## config.mk

```make
export PLATFORM = sky130hd
export DESIGN_NAME = chkv_ram
export DESIGN_NICKNAME = d
export VERILOG_FILES = /design/src/hw/rtl/chkv_ram.sv
export SDC_FILE = /design/constraint.sdc
export NUM_CORES = 1
export LEC_CHECK = 0
export ABC_AREA = 1
export BUFFER_PORTS_ARGS = -buffer_cell sky130_fd_sc_hd__buf_2
export CORE_UTILIZATION = 45
export CTS_CLUSTER_SIZE = 30
export DETAILED_ROUTE_END_ITERATION = 10
export PLACE_DENSITY = 0.69
export SETUP_SLACK_MARGIN = 0.3
export SYNTH_ARGS = -nofsm -noshare
export SYNTH_HDL_FRONTEND = slang
export SYNTH_SLANG_ARGS = --single-unit
```

## constraint.sdc

```tcl
create_clock -name clock -period 1.2 [get_ports clock]
set_clock_uncertainty 0.05 [all_clocks]
set_input_delay 0.12 -clock clock [delete_from_list [all_inputs] [get_ports clock]]
set_output_delay 0.12 -clock clock [all_outputs]
set_load 0.02 [all_outputs]
```

## src/hw/rtl/chkv_ram.sv

```systemverilog
`default_nettype none
module chkv_ram #(
   parameter int WIDTH = 8,
   parameter int DEPTH = 16
) (
   input  wire logic                     clock,
   input  wire logic                     wr_en,
   input  wire logic [$clog2(DEPTH)-1:0] wr_addr,
   input  wire logic [WIDTH-1:0]         wr_data,
   input  wire logic [$clog2(DEPTH)-1:0] rd_addr,
   output logic      [WIDTH-1:0]         rd_data
);
   logic [WIDTH-1:0] mem_ff [DEPTH];

   always_ff @(posedge clock) begin
      if (wr_en) begin
         mem_ff[wr_addr] <= wr_data;
      end
      rd_data <= mem_ff[rd_addr];
   end
endmodule
`default_nettype wire

```

Word-level counts from Yosys, hierarchy flattened
Memory sizes are Yosys's and may differ from the RTL's. A register that Yosys moved wholly into a read port is not among the register bits.
Cells that the tools add are included.
{"block": "totals", "reg_bits": 0, "n_memories": 1, "word_cells": 3, "mem_bits_ro": 0, "latchBits": 0, "out_inout_bits": 8, "ram_bits": 128, "in_bits": 18}
{"block": "op_classes", "div_mod_pow": 0, "shifts": 0, "n_mux": 2, "reduce_logical": 0, "n_mul": 0, "add_sub_neg": 0, "bitwise": 0, "order_cmp": 0, "eq_ne": 0}
{"memory": "mem_ff", "depth": 16, "word_bits": 8, "rd": 1, "rd_clocked_by_memory_dff": 1, "write_ports": 1, "line": "13", "source": "logic [WIDTH-1:0] mem_ff [DEPTH];"}
{"cell": "1-bit two-way mux", "n": 2}

Longest topological paths before layout
{"block": "depth", "ltp_word": 2, "ltp_mapped": 8, "ltp_nobuf": 7}

Worst setup path after synthesis
No wires, ideal clock.
{"block": "synth_timing", "path_kind": "input port to flip-flop", "start": "in wr_addr[3]", "end": "mem mem_ff[4][0], enable pin", "setup_time_ns": 0.370, "setup_slack_ns": 0.079, "required_ns": 0.780, "path_buffers": 0, "arrival_ns": 0.701, "cell_stages": 2, "path_cell_list": "nand3b_1 -> nor2_1"}
{"item": "start: declaration", "line": "8", "source": "input wire logic [$clog2(DEPTH)-1:0] wr_addr,"}
{"item": "end: declaration", "line": "13"}
No word-level cell before the write port.

Worst setup path after layout
{"block": "layout_timing", "start": "reg rd_data[2], read port of mem_ff", "end": "out rd_data[2]"}
{"item": "start: declaration", "line": "11", "source": "output logic [WIDTH-1:0] rd_data"}
No word-level cell between the ends.

==> results.sh <==
export IMPL_gp_congestion=0.839
export IMPL_nets=610
export IMPL_syn_area_per_cell_um2=10.5
export IMPL_timing_hold_worst_path_depth=3
export IMPL_syn_to_final_growth_pct=25.4
export IMPL_min_path_type="in2reg"
export IMPL_fin_worst_hold_slack_ns=0.0141
export IMPL_rsz0062_at_grt="yes"
export IMPL_reg2reg_depth=6
export IMPL_ys_ff_latch=136
export IMPL_fillerInstances=942
export IMPL_drive_gt1_share_pct=27.9
export IMPL_path_buf_inv=1
export IMPL_grt_pass1_wl_um=20700
export IMPL_busiest_layer="met2"
export IMPL_cts_sinks=136
export IMPL_ctsHoldBuffers=0
export IMPL_ys_types=12
export IMPL_dp_cells=741
export IMPL_grt_pass1_vias=3789
export IMPL_ant_nets=0
export IMPL_clk_latency_ns=0.41
export IMPL_cp_max_fo=1
export IMPL_worst_setup_path_type="reg2out"
export IMPL_yosysWarnings=0
export IMPL_vias=3898
export IMPL_total_power_mw=11.4
export IMPL_clkTransAtPathRegs_ns=0.06
export IMPL_die_area_um2=13300
export IMPL_endpoint_kind="output pin"
export IMPL_p_leak_nw=3.07
export IMPL_drt_vias_per_instance=5.04
export IMPL_max_stage_delay_ns=0.36
export IMPL_slew_headroom_pct=70.9
export IMPL_status="finished, final reports clean"
export IMPL_dp_hpwl_um=8100
export IMPL_wl_um=13100
export IMPL_io_pins=26
export IMPL_post_cts_buffers=0
export IMPL_placed_area_um2=6290
export IMPL_finalMaxSlewViolations=0
export IMPL_overflow=0
export IMPL_rows=40
export IMPL_cp_top_family="flip-flops"
export IMPL_insertedDiodeCount=0
export IMPL_tightest_slew_ns=0.436
export IMPL_fmax_mhz=932
export IMPL_fin_cells=773
export IMPL_cp_num_cells=1
export IMPL_grt_use_met3_pct=5.32
export IMPL_worst_ep_required_time_ns=1.03
export IMPL_synth_nets=569
export IMPL_hold_viol=0
export IMPL_use_met1_pct=29.2
export IMPL_cts_tree="yes"
export IMPL_stdcell_area_um2=7230
export IMPL_p_int_mw=8.92
export IMPL_synthCells=551
export IMPL_combPwrFrac_pct=7.7
export IMPL_core_area_um2=12300
export IMPL_dp_slack_ns=-0.0356
export IMPL_initial_utilization_pct=47.0
export IMPL_setup_tns_ns=0
export IMPL_firstDrtPassIters=5
export IMPL_power_density_nw_per_um2=1570
export IMPL_die_y_um=115
export IMPL_fin_ws_ns=0.127
export IMPL_clk_path_buf_depth=2
export IMPL_swShare_pct=21.6
export IMPL_grt_max_degree=37
export IMPL_p_sw_mw=2.45
export IMPL_grt_antenna_before_repair=0
export IMPL_crit_chain="buf_6"
export IMPL_cts_buffers=17
export IMPL_grtUsageTotal_pct=21.7
export IMPL_synth_area_um2=5770
export IMPL_clkPwrFrac_pct=45.1
export IMPL_utilization_pct=59.0
export IMPL_met2_usage_pct=34.4
export IMPL_htreeDepth=4
export IMPL_dieWidth_um=115
export IMPL_min_period_ns=1.07
export IMPL_port_buffers=25
export IMPL_wire_per_inst_um=17.0
export IMPL_cts_root_buffer="clkbuf_16"
export IMPL_vdd_drop_max_mv=1.08
export IMPL_worst_endpoint_arrival_ns=0.90
export IMPL_start_kind="register"
export IMPL_maxCapViolCount=0
export IMPL_drc=0
export IMPL_drt_initial_drc_count=336
export IMPL_critPathSlowestCell="dfxtp_4"
export IMPL_setup_violations=0
export IMPL_finalCritPeriodShare_pct=89.4
export IMPL_yosysSeqAreaShare_pct=69.4
export IMPL_seq_power_share_pct=47.2
[cell families (layout without fill, tap and decap cells)]
logic type / count (synthesis) / count (layout) / share of synthesized area (%)
flops: 136 / 136 / 69.4
buf+inv: 126 / 180 / 9.52
simple gates: 289 / 289 / 21.0
[state kept, by name, summed over array words and instances, names as in the netlist]
| name | count |
|---|---|
| rd_data | 8 |
| mem_ff | 128 |
[what timing repair did]
action,4_1_cts,5_1_grt
gates cloned,0,0
setup endpoints to repair,16,16
pin swaps,38,20
gates resized for setup,61,28
[tightest hold or removal path: cells and delay by family]
| kind | cells | cell delay, ns |
|---|---|---|
| and+or+nand+nor | 2 | 0.14 |
| buffers and inverters | 1 | 0.18 |
[final timing paths]
path / startpoint / slack, ns / to
setup / recovery: rd_data[2]$_DFF_P_ / 0.13 / rd_data[2]
hold / removal: rd_addr[3] / 0.01 / rd_data[3]$_DFF_P_
hold reg to reg: mem_ff[10][3]$_DFFE_PP_ / 0.61 / rd_data[3]$_DFF_P_
setup reg to reg: mem_ff[0][7]$_DFFE_PP_ / 0.19 / rd_data[7]$_DFF_P_
[cells in the mapped netlist]
| cell type | instances | share of area, % |
|---|---|---|
| nand2_1 | 173 | 11 |
| inv_2 | 2 | 0.13 |
| buf_1 | 1 | 0.065 |
| buf_4 | 4 | 0.52 |
| edfxtp_1 | 128 | 67 |
| nor2_1 | 17 | 1.1 |
| buf_2 | 13 | 1.1 |
| dfxtp_1 | 8 | 2.8 |
| nand3b_1 | 2 | 0.26 |
| buf_6 | 6 | 1.2 |
| inv_1 | 100 | 6.5 |
| nand3_1 | 97 | 8.4 |
[metal layers]
metal / share of wire (%) / vias to the layer above / routed length [µm]
met5: 0 / - / 0
met3: 6.4 / 20 / 840
met1: 42 / 1861 / 5560
met2: 49 / 158 / 6480
met4: 1.9 / 0 / 249
li1: - / 1859 / -
[final cells by class]
class	count	area, µm²	share of cell area [%]
flip-flops and latches	136	4020	55.5
multi-input cells	289	1620	22.4
clock buffers	23	458	6.33
repair buffers	46	420	5.81
inverters	102	383	5.30
well taps	168	210	2.91
clock inverters	9	124	1.71
[cell usage in the layout, fill, tap and decap left out, drive strengths merged]
cell type / n
nand2: 173
edfxtp: 128
inv: 102
nand3: 97
buf: 46
clkbuf: 23
nor2: 17
dfxtp: 8
clkinv: 4
bufinv: 3
nand3b: 2
clkinvlp: 2
[power by group through the flow]
stage               registers, mW  logic, mW  clock network (mW)
global route                 5.37      0.950                5.35
finish                       5.37      0.877                5.13
CTS                          5.37      0.838                5.16
floorplan                    5.47      0.402                   0
detailed placement           5.45      0.745                   0
global placement             5.45      0.731                   0
No activity file was read; power rests on OpenSTA's default activity.
