$ cat src/hw/rtl/chkv_pkg.sv
`default_nettype none
package chkv_pkg;
   localparam int KEY_W = 31;
   localparam int VAL_W = 32;
   localparam int CNT_W = 11;
   localparam int OP_W  = 2;

   localparam logic [OP_W-1:0] OP_INSERT = 2'd0;
   localparam logic [OP_W-1:0] OP_REMOVE = 2'd1;
   localparam logic [OP_W-1:0] OP_LOOKUP = 2'd2;
   localparam logic [OP_W-1:0] OP_RANGE  = 2'd3;

   typedef struct packed {
      logic [OP_W-1:0]         operation;
      logic [KEY_W-1:0]        key;
      logic signed [VAL_W-1:0] value;
      logic [KEY_W-1:0]        range_end;
   } req_type;

   typedef struct packed {
      logic                    found;
      logic signed [VAL_W-1:0] found_value;
      logic                    status;
      logic [CNT_W-1:0]        range_count;
      logic [CNT_W-1:0]        stored_count;
   } rsp_type;
endpackage
`default_nettype wire

$ cat src/hw/rtl/chkv_mod.sv
`default_nettype none
module chkv_mod #(
   parameter int BUCKETS = 1024
) (
   input  wire logic                        clock,
   input  wire logic                        reset,
   input  wire logic                        start,
   input  wire logic [chkv_pkg::KEY_W-1:0]  key,
   output logic                             done,
   output logic [$clog2(BUCKETS)-1:0]       bucket
);
   localparam int BIW = $clog2(BUCKETS);
   localparam int SH  = chkv_pkg::KEY_W + BIW;
   localparam int PW  = chkv_pkg::KEY_W + 32;
   localparam logic [31:0] RECIP =
      32'(((64'd1 << SH) + 64'(BUCKETS) - 64'd1) / 64'(BUCKETS));

   logic                       step_ff, step_in;
   logic                       done_ff, done_in;
   logic [chkv_pkg::KEY_W-1:0] key_ff, key_in;
   logic [PW-1:0]              prod_ff, prod_in;
   logic [BIW-1:0]             rem_ff, rem_in;
   logic [BIW-1:0]             quot_lo;

   // quotient by rounded-up reciprocal, exact for every 31-bit key;
   // only the low bucket-index bits of quotient times BUCKETS matter
   always_comb begin
      quot_lo = BIW'(prod_ff >> SH);
      step_in = start;
      done_in = step_ff;
      key_in  = key_ff;
      prod_in = prod_ff;
      rem_in  = rem_ff;
      if (start) begin
         key_in  = key;
         prod_in = {32'd0, key} * {{chkv_pkg::KEY_W{1'b0}}, RECIP};
      end
      if (step_ff) begin
         rem_in = key_ff[BIW-1:0] - BIW'(quot_lo * BIW'(BUCKETS));
      end
   end

   always_ff @(posedge clock) begin
      if (reset) begin
         step_ff <= 1'b0;
         done_ff <= 1'b0;
      end else begin
         step_ff <= step_in;
         done_ff <= done_in;
      end
      key_ff  <= key_in;
      prod_ff <= prod_in;
      rem_ff  <= rem_in;
   end

   assign done   = done_ff;
   assign bucket = rem_ff;
endmodule
`default_nettype wire

$ cat config.mk
export PLATFORM = sky130hd
export DESIGN_NAME = chkv_mod
export DESIGN_NICKNAME = d
export VERILOG_FILES = /design/src/hw/rtl/chkv_pkg.sv /design/src/hw/rtl/chkv_mod.sv
export SDC_FILE = /design/constraint.sdc
export NUM_CORES = 1
export LEC_CHECK = 0
export ABC_AREA = 1
export BUFFER_PORTS_ARGS = -buffer_cell sky130_fd_sc_hd__buf_2
export CORE_UTILIZATION = 38
export DETAILED_ROUTE_END_ITERATION = 10
export GPL_TIMING_DRIVEN = 0
export PLACE_DENSITY = 0.74
export SYNTH_ARGS = -nofsm -noshare
export SYNTH_HDL_FRONTEND = slang
export SYNTH_SLANG_ARGS = --single-unit
$ cat constraint.sdc
create_clock -name clock -period 1.1 [get_ports clock]
set_input_delay 0.33 -clock clock [delete_from_list [all_inputs] [get_ports clock]]
set_output_delay 0.33 -clock clock [all_outputs]
set_load 0.005 [all_outputs]
== Yosys cells after proc, flatten, opt, wreduce, memory -nomap -nowiden ==
Index checks and enable logic that the tools add are counted.
Word-level totals
  word-level logic and storage cells: 4
  register bits after elaboration: 22
  input bits: 34
  output and inout port bits: 11

== Depth between registers and ports, before layout ==
Gate-level depths: netlist of run 1.
  word-level depth: 0
  gate-level depth with buffers: 2

== Worst setup path before layout of run 1 ==
No wires, ideal clock.
  path type: reg2reg
  start point: register step_ff (netlist: done_in)
  end point: register rem_ff[0] (netlist: bucket[0]) (enable)
  slack: 0.255 ns
  stages on the path, launching flop included: 1
  data required time: 0.755 ns
  library setup time: 0.345 ns
  arrival: 0.501 ns
  period minus slack after synthesis: 0.845 ns
  buffers on the path: 0
  cell sequence: dfxtp_1
RTL lines
  start: declaration: RTL line chkv_mod.sv:18  | logic step_ff, step_in;
  start signal: assignment: RTL line chkv_mod.sv:48  | step_ff <= step_in;
  end signal: assignment: RTL line chkv_mod.sv:53  | rem_ff <= rem_in;
  end: declaration: RTL line chkv_mod.sv:22  | logic [BIW-1:0] rem_ff, rem_in;
No word-level cell between the ends.

== Worst setup path in the final report of run 1 ==
  start point: register rem_ff[0] (netlist: bucket[0])
  end point: output bucket[0]
RTL lines
  end: declaration: RTL line chkv_mod.sv:10  | output logic [$clog2(BUCKETS)-1:0] bucket
No word-level cell between the ends.

==> qor.csv, run 1 <==
stage,metric,value,unit
power_and_ir_drop,max-vdd-ir-drop,1.02,mV
clock_tree,root_buffer,clkbuf_4,
layout,fin_nets,88,
critical_path,crit_required,770,ps
critical_path,cp_max_fo,1,
sta,setup_ws,-24.0,ps
layout,diodes,0,
layout,drive_gt1_share,50.9,%
clock_tree,clkLatencyLatePin,290,ps
clock_tree,cts.sinks,22,
floorplanning,die_w,43.5,um
yosys,synthesis.nets,60,
layout,regArea,642,sq um
route,wl,816,um
yosys,synth_cells,26,
critical_path,critical_path.top_delay_family,flip-flops,
critical_path,start_kind,register,
global_route,grt_pass1_wl,1230,um
route,dr.pass1.iters,7,
sta,holdWs,190,ps
global_route,grt_overflow,0,
yosys,synth-simple-area-share,1.15,%
global_route,first_global_vias,265,
sta,hold_violations,0,
route,vias,314,
yosys,muxShareOfSynthArea,0,%
critical_path,crit_path_max_incr_delay,370,ps
layout,syn_to_final_growth,25.8,%
clock_tree,cts.htree.levels,1,
critical_path,crit_buf_inv,1,
critical_path,path_class,register to output port,
layout,multi_input_area,7.51,sq um
layout,fillers,124,
clock_tree,cts_tree,yes,
sta,tightest_slew,453,ps
place,place_area,791,sq um
yosys,ys_types,4,
global_route,grt_max_degree,13,
yosys,ys_seq_area_share,97.7,%
yosys,synth_area_per_cell,25.2,sq um
sta,final.min_clock_period,1120,ps
yosys,synth_compound_area_share,0,%
route,antenna_left,0,
yosys,synth_top_family_by_area,buffers and inverters,
yosys,netlist_area,656,sq um
sta,rsz0062_at_grt,true,
sta,skew,3.79,ps
power_and_ir_drop,power_density,1710,mW/mm^2
yosys,synth_xor_area_share,0,%
route,drc,5,
hold_path,hold_class,input port to register,
power_and_ir_drop,leakage,0.329,nW
sta,final.period_utilization,102,%
floorplanning,core_area,0.00156,sq mm
floorplanning,ios,45,
floorplanning,num_rows,14,
place,preCtsSetupSlack,162,ps
critical_path,crit_arrival,790,ps
route,detail_route.wl_per_cell,11.8,um
route,viasPerCell,4.55,
route,drt_iter0_markers,12,
sta,setup_violations,10,
floorplanning,dieArea,0.00190,sq mm
floorplanning,initial_core_util,42.1,%
job,max-cap-violations,0,
place,portBuffers,23,
sta,drv_slew,0,
layout,final_area,825,sq um
yosys,ys_seq_elements,22,
sta,max_freq,0.890,GHz
critical_path,cp_slowest_cell,edfxtp_1,
yosys,yosys.area_share.adder,0,%
place,place.gp.congestion,0.682,
sta,slew_headroom,69.8,%
clock_tree,clk_transition_reported_paths,110,ps
run_status,failed_checks,"design-rule violations, negative setup slack",
yosys,yosys_warnings,0,
global_route,track_usage,9.87,%
critical_path,crit_path_end_kind,output port,
clock_tree,cts_buffer_depth,2,
run_status,status,finished with violations,
floorplanning,die_h,43.5,um
critical_path,path_cells,buf_2,
critical_path,rrSetupSlack,140,ps
global_route,antenna_found_initial,0,
clock_tree,numCtsBuffers,3,
metal layers:
layer  part of all wire, %  track usage (%)  vias to the layer above
li1                      -                -                      151
met1                    40             11.2                      144
met2                    51             15.2                       19
met3                   9.1             3.75                        0
met4                     0             7.50                        0
met5                     0                0                        -
placed cells by master (no fill, tap or decap):
cell and count:
buf_2 22, buf_6 1, clkbuf_4 3, clkinv_1 1, dfxtp_1 1, dfxtp_2 1
edfxtp_1 20, inv_1 2, nor2_1 2
per-stage QoR:
step / total power (W) / setup TNS, ps / std cells / utilization, %
detailed placement: 0.00108 / 0 / 65 / 50.7
global placement: 0.00108 / 0 / 65 / 50.7
finish: 0.00141 / -175 / 69 / 52.9
CTS: 0.00142 / -319 / 69 / 52.4
global route: 0.00148 / -698 / 69 / 52.9
floorplan: 0.00102 / 0 / 26 / -
state kept, by name, indices dropped and copies added (netlist names):
name / flops
done: 1
done_in: 1
key_ff: 10
bucket: 10
report_power, final:
| part | internal (W) | leakage [nW] | switching (W) | total (W) |
|---|---|---|---|---|
| Sequential | 0.000981 | 0.209 | 0.0000213 | 0.00100 |
| Combinational | 0.0000350 | 0.105 | 0.0000271 | 0.0000621 |
| Clock | 0.000132 | 0.0154 | 0.000214 | 0.000346 |
synth_stat cells, drive strengths merged:
cell / number / area, sq um
edfxtp: 20 / 601
inv: 2 / 7.51
dfxtp: 2 / 40.0
nor2: 2 / 7.51
cells by family after synthesis:
| logic type | count (synthesis) |
|---|---|
| buf+inv | 2 |
| flops | 22 |
| simple gates | 2 |
timing repair:
item	in CTS	in global routing
cloned	0	0
hold buffers	0	0
resized for setup	0	2
buffers inserted	0	0
setup endpoints to repair	10	11
path summary, 6_finish.rpt:
check                       from                  end  depth (start not counted)
max          bucket[0]$_DFFE_PP_            bucket[0]                          1
min                        reset   done_in$_SDFF_PP0_                          2
max reg2reg   done_in$_SDFF_PP0_  bucket[9]$_DFFE_PP_                          0
min reg2reg  key_ff[6]$_DFFE_PP_  bucket[6]$_DFFE_PP_                          0
final cells by class:
cell class | count | share of cell area [%]
Clock buffer | 3 | 2.73
Clock inverter | 1 | 0.455
Inverter | 2 | 0.910
Multi-Input combinational cell | 2 | 0.910
Sequential cell | 22 | 77.8
Tap cell | 16 | 2.43
Timing Repair Buffer | 23 | 14.7
Note: power is estimated with default switching activity, not from simulation.
==> run 2: changes to the inputs <==
--- a/config.mk
+++ b/config.mk
@@ -5,12 +5,12 @@
 export SDC_FILE = /design/constraint.sdc
 export NUM_CORES = 1
 export LEC_CHECK = 0
-export ABC_AREA = 1
 export BUFFER_PORTS_ARGS = -buffer_cell sky130_fd_sc_hd__buf_2
 export CORE_UTILIZATION = 38
 export DETAILED_ROUTE_END_ITERATION = 10
 export GPL_TIMING_DRIVEN = 0
-export PLACE_DENSITY = 0.74
+export PLACE_DENSITY = 0.75
+export SETUP_SLACK_MARGIN = 0.05
 export SYNTH_ARGS = -nofsm -noshare
 export SYNTH_HDL_FRONTEND = slang
 export SYNTH_SLANG_ARGS = --single-unit
==> qor.csv, run 2 <==
stage,metric,value,unit
global_route,track_usage,9.07,%
global_route,antenna_found_initial,0,
clock_tree,cts_buffer_depth,2,
route,dr.pass1.iters,6,
critical_path,cp_slowest_cell,edfxtp_1,
clock_tree,cts_resized,0,
power_and_ir_drop,switchingPower,0.000257,W
sta,drv_slew,0,
route,antenna_left,0,
power_and_ir_drop,max-vdd-ir-drop,1.00,mV
clock_tree,cts.sinks,22,
clock_tree,clkLatencyLatePin,290,ps
run_status,status,finished with violations,
power_and_ir_drop,seq_power_share,68.0,%
global_route,grt_overflow,0,
route,detail_route.wl_per_cell,11.4,um
critical_path,critical_path.top_delay_family,flip-flops,
critical_path,rr_worst_depth,0,
critical_path,crit_buf_inv,1,
floorplanning,die_h,43.5,um
place,numPlacedInstances,63,
yosys,synth_top_area_share,92.0,%
sta,skew,2.37,ps
global_route,first_global_vias,267,
floorplanning,core_area,0.00156,sq mm
sta,setup_ws,-35.8,ps
sta,holdWs,196,ps
critical_path,path_class,register to output port,
clock_tree,cts_tree,yes,
floorplanning,dieArea,0.00189,sq mm
power_and_ir_drop,p_sw_share,17.4,%
yosys,synthesis.nets,58,
route,wl_met3,54,um
yosys,ys_types,3,
floorplanning,ios,45,
layout,fillers,127,
yosys,synth_cells,24,
yosys,yosys_warnings,0,
critical_path,worst-path-stages,1,
layout,multi_input_area,12.5,sq um
route,top_layer,met4,
clock_tree,hold_buffers,0,
critical_path,path_cells,buf_2,
critical_path,crit_path_max_incr_delay,380,ps
layout,diodes,0,
sta,final.min_clock_period,1140,ps
global_route,grt_pass1_wl,1150,um
layout,syn_to_final_growth,26.2,%
sta,final.period_utilization,103,%
place,portBuffers,23,
clock_tree,cts.htree.levels,1,
power_and_ir_drop,intPower,0.00122,W
layout,layout_commonest_cell,buf_2,
critical_path,cp_max_fo,1,
layout,fin_cells,67,
layout,fin_nets,86,
critical_path,crit_arrival,810,ps
clock_tree,numCtsBuffers,3,
yosys,yosysMostFrequentCell,edfxtp_1,
yosys,yosys.area.top_type,edfxtp_1,
power_and_ir_drop,p_comb_share,4.0,%
sta,tightest_slew,433,ps
sta,rsz0062_at_grt,true,
floorplanning,num_rows,14,
route,wl,763,um
critical_path,crit_required,770,ps
place,place.gp.congestion,0.656,
yosys,ys_seq_elements,22,
yosys,synth_commonest_cells,"20 x edfxtp_1, 2 x dfxtp_1, 2 x nor2b_1",
yosys,synthFlopType,edfxtp_1,
yosys,synth_edf_count,20,
hold_path,hold_class,input port to register,
place,preCtsSetupSlack,163,ps
route,drc,3,
yosys,ys_seq_area_share,98.1,%
job,max-cap-violations,0,
route,vias,305,
floorplanning,die_w,43.5,um
global_route,grt_max_degree,13,
critical_path,crit_path_end_kind,output port,
run_status,failed_checks,"design-rule violations, negative setup slack",
sta,max_freq,0.880,GHz
power_and_ir_drop,pwr-share-clk,28.0,%
layout,layout_common_cells,"23 x buf_2, 20 x edfxtp_1, 3 x clkbuf_4",
yosys,synth_area_per_cell,27.2,sq um
layout,drive_gt1_share,52.9,%
layout,final_util,52.9,%
sta,hold_violations,0,
clock_tree,post-cts-setup-buffers,0,
clock_tree,root_buffer,clkbuf_4,
route,wl_met1,320,um
yosys,synth_area_leaders,"edfxtp_1 92%, dfxtp_1 6.1%, nor2b_1 1.9%",
layout,regArea,641,sq um
route,met2_length,379,um
floorplanning,initial_core_util,41.9,%
route,drt_iter0_markers,10,
sta,setup_violations,10,
sta,slew_headroom,71.1,%
critical_path,start_kind,register,
power_and_ir_drop,leakage,0.325,nW
clock_tree,clk_transition_reported_paths,110,ps
yosys,synthArstFlopShare,0,%
route,viasPerCell,4.55,
power_and_ir_drop,power_density,1790,mW/mm^2
hold_path,min_path_cells,2,
yosys,netlist_area,653,sq um
[run 2: logic make-up (layout without fill, tap and decap cells)]
kind of cell           count (synthesis)  after routing  synth area share, %
buffers and inverters                  0             27                    0
flip-flops                            22             22                 98.1
AND/OR/NAND/NOR                        2              2                 1.92
[run 2: routing by layer]
metal | vias up | track usage (%)
met1 | 141 | 10.6
met4 | 0 | 7.50
met3 | 2 | 2.92
li1 | 147 | -
met5 | - | 0
met2 | 15 | 13.6
[run 2: final timing paths]
check	from	to	slack [ps]
max	bucket[8]$_DFFE_PP_	bucket[8]	-40
min	reset	done_in$_SDFF_PP0_	200
max reg2reg	done_in$_SDFF_PP0_	bucket[0]$_DFFE_PP_	160
min reg2reg	key_ff[9]$_DFFE_PP_	bucket[9]$_DFFE_PP_	430
[run 2: area by class of cell]
class	count	share of cell area, %
clock buffer	4	4.40
multi-input combinational	2	1.52
sequential	22	77.7
tap	16	2.43
timing repair buffer	23	14.0
[run 2: power by group through the flow]
stage | clock network, W | logic (W) | registers, W
floorplan | 0 | 0.00000217 | 0.00102
global placement | 0 | 0.0000583 | 0.00102
detailed placement | 0 | 0.0000599 | 0.00102
CTS | 0.000426 | 0.0000599 | 0.00100
global route | 0.000459 | 0.0000653 | 0.00101
finish | 0.000412 | 0.0000592 | 0.00100
[run 2: timing repair]
action | CTS | global route
endpoints found under the setup margin | 10 | 11
endpoints found under the hold margin | 0 | 0
cloned | 0 | 0
[run 2: per-stage QoR]
step | total power [W] | instance area, sq um | TNS (ps)
2_1_floorplan | 0.00102 | 653 | 0
3_3_place_gp | 0.00108 | 788 | 0
3_5_place_dp | 0.00108 | 788 | 0
4_1_cts | 0.00149 | 825 | -312
5_1_grt | 0.00153 | 825 | -645
6_report | 0.00147 | 825 | -177
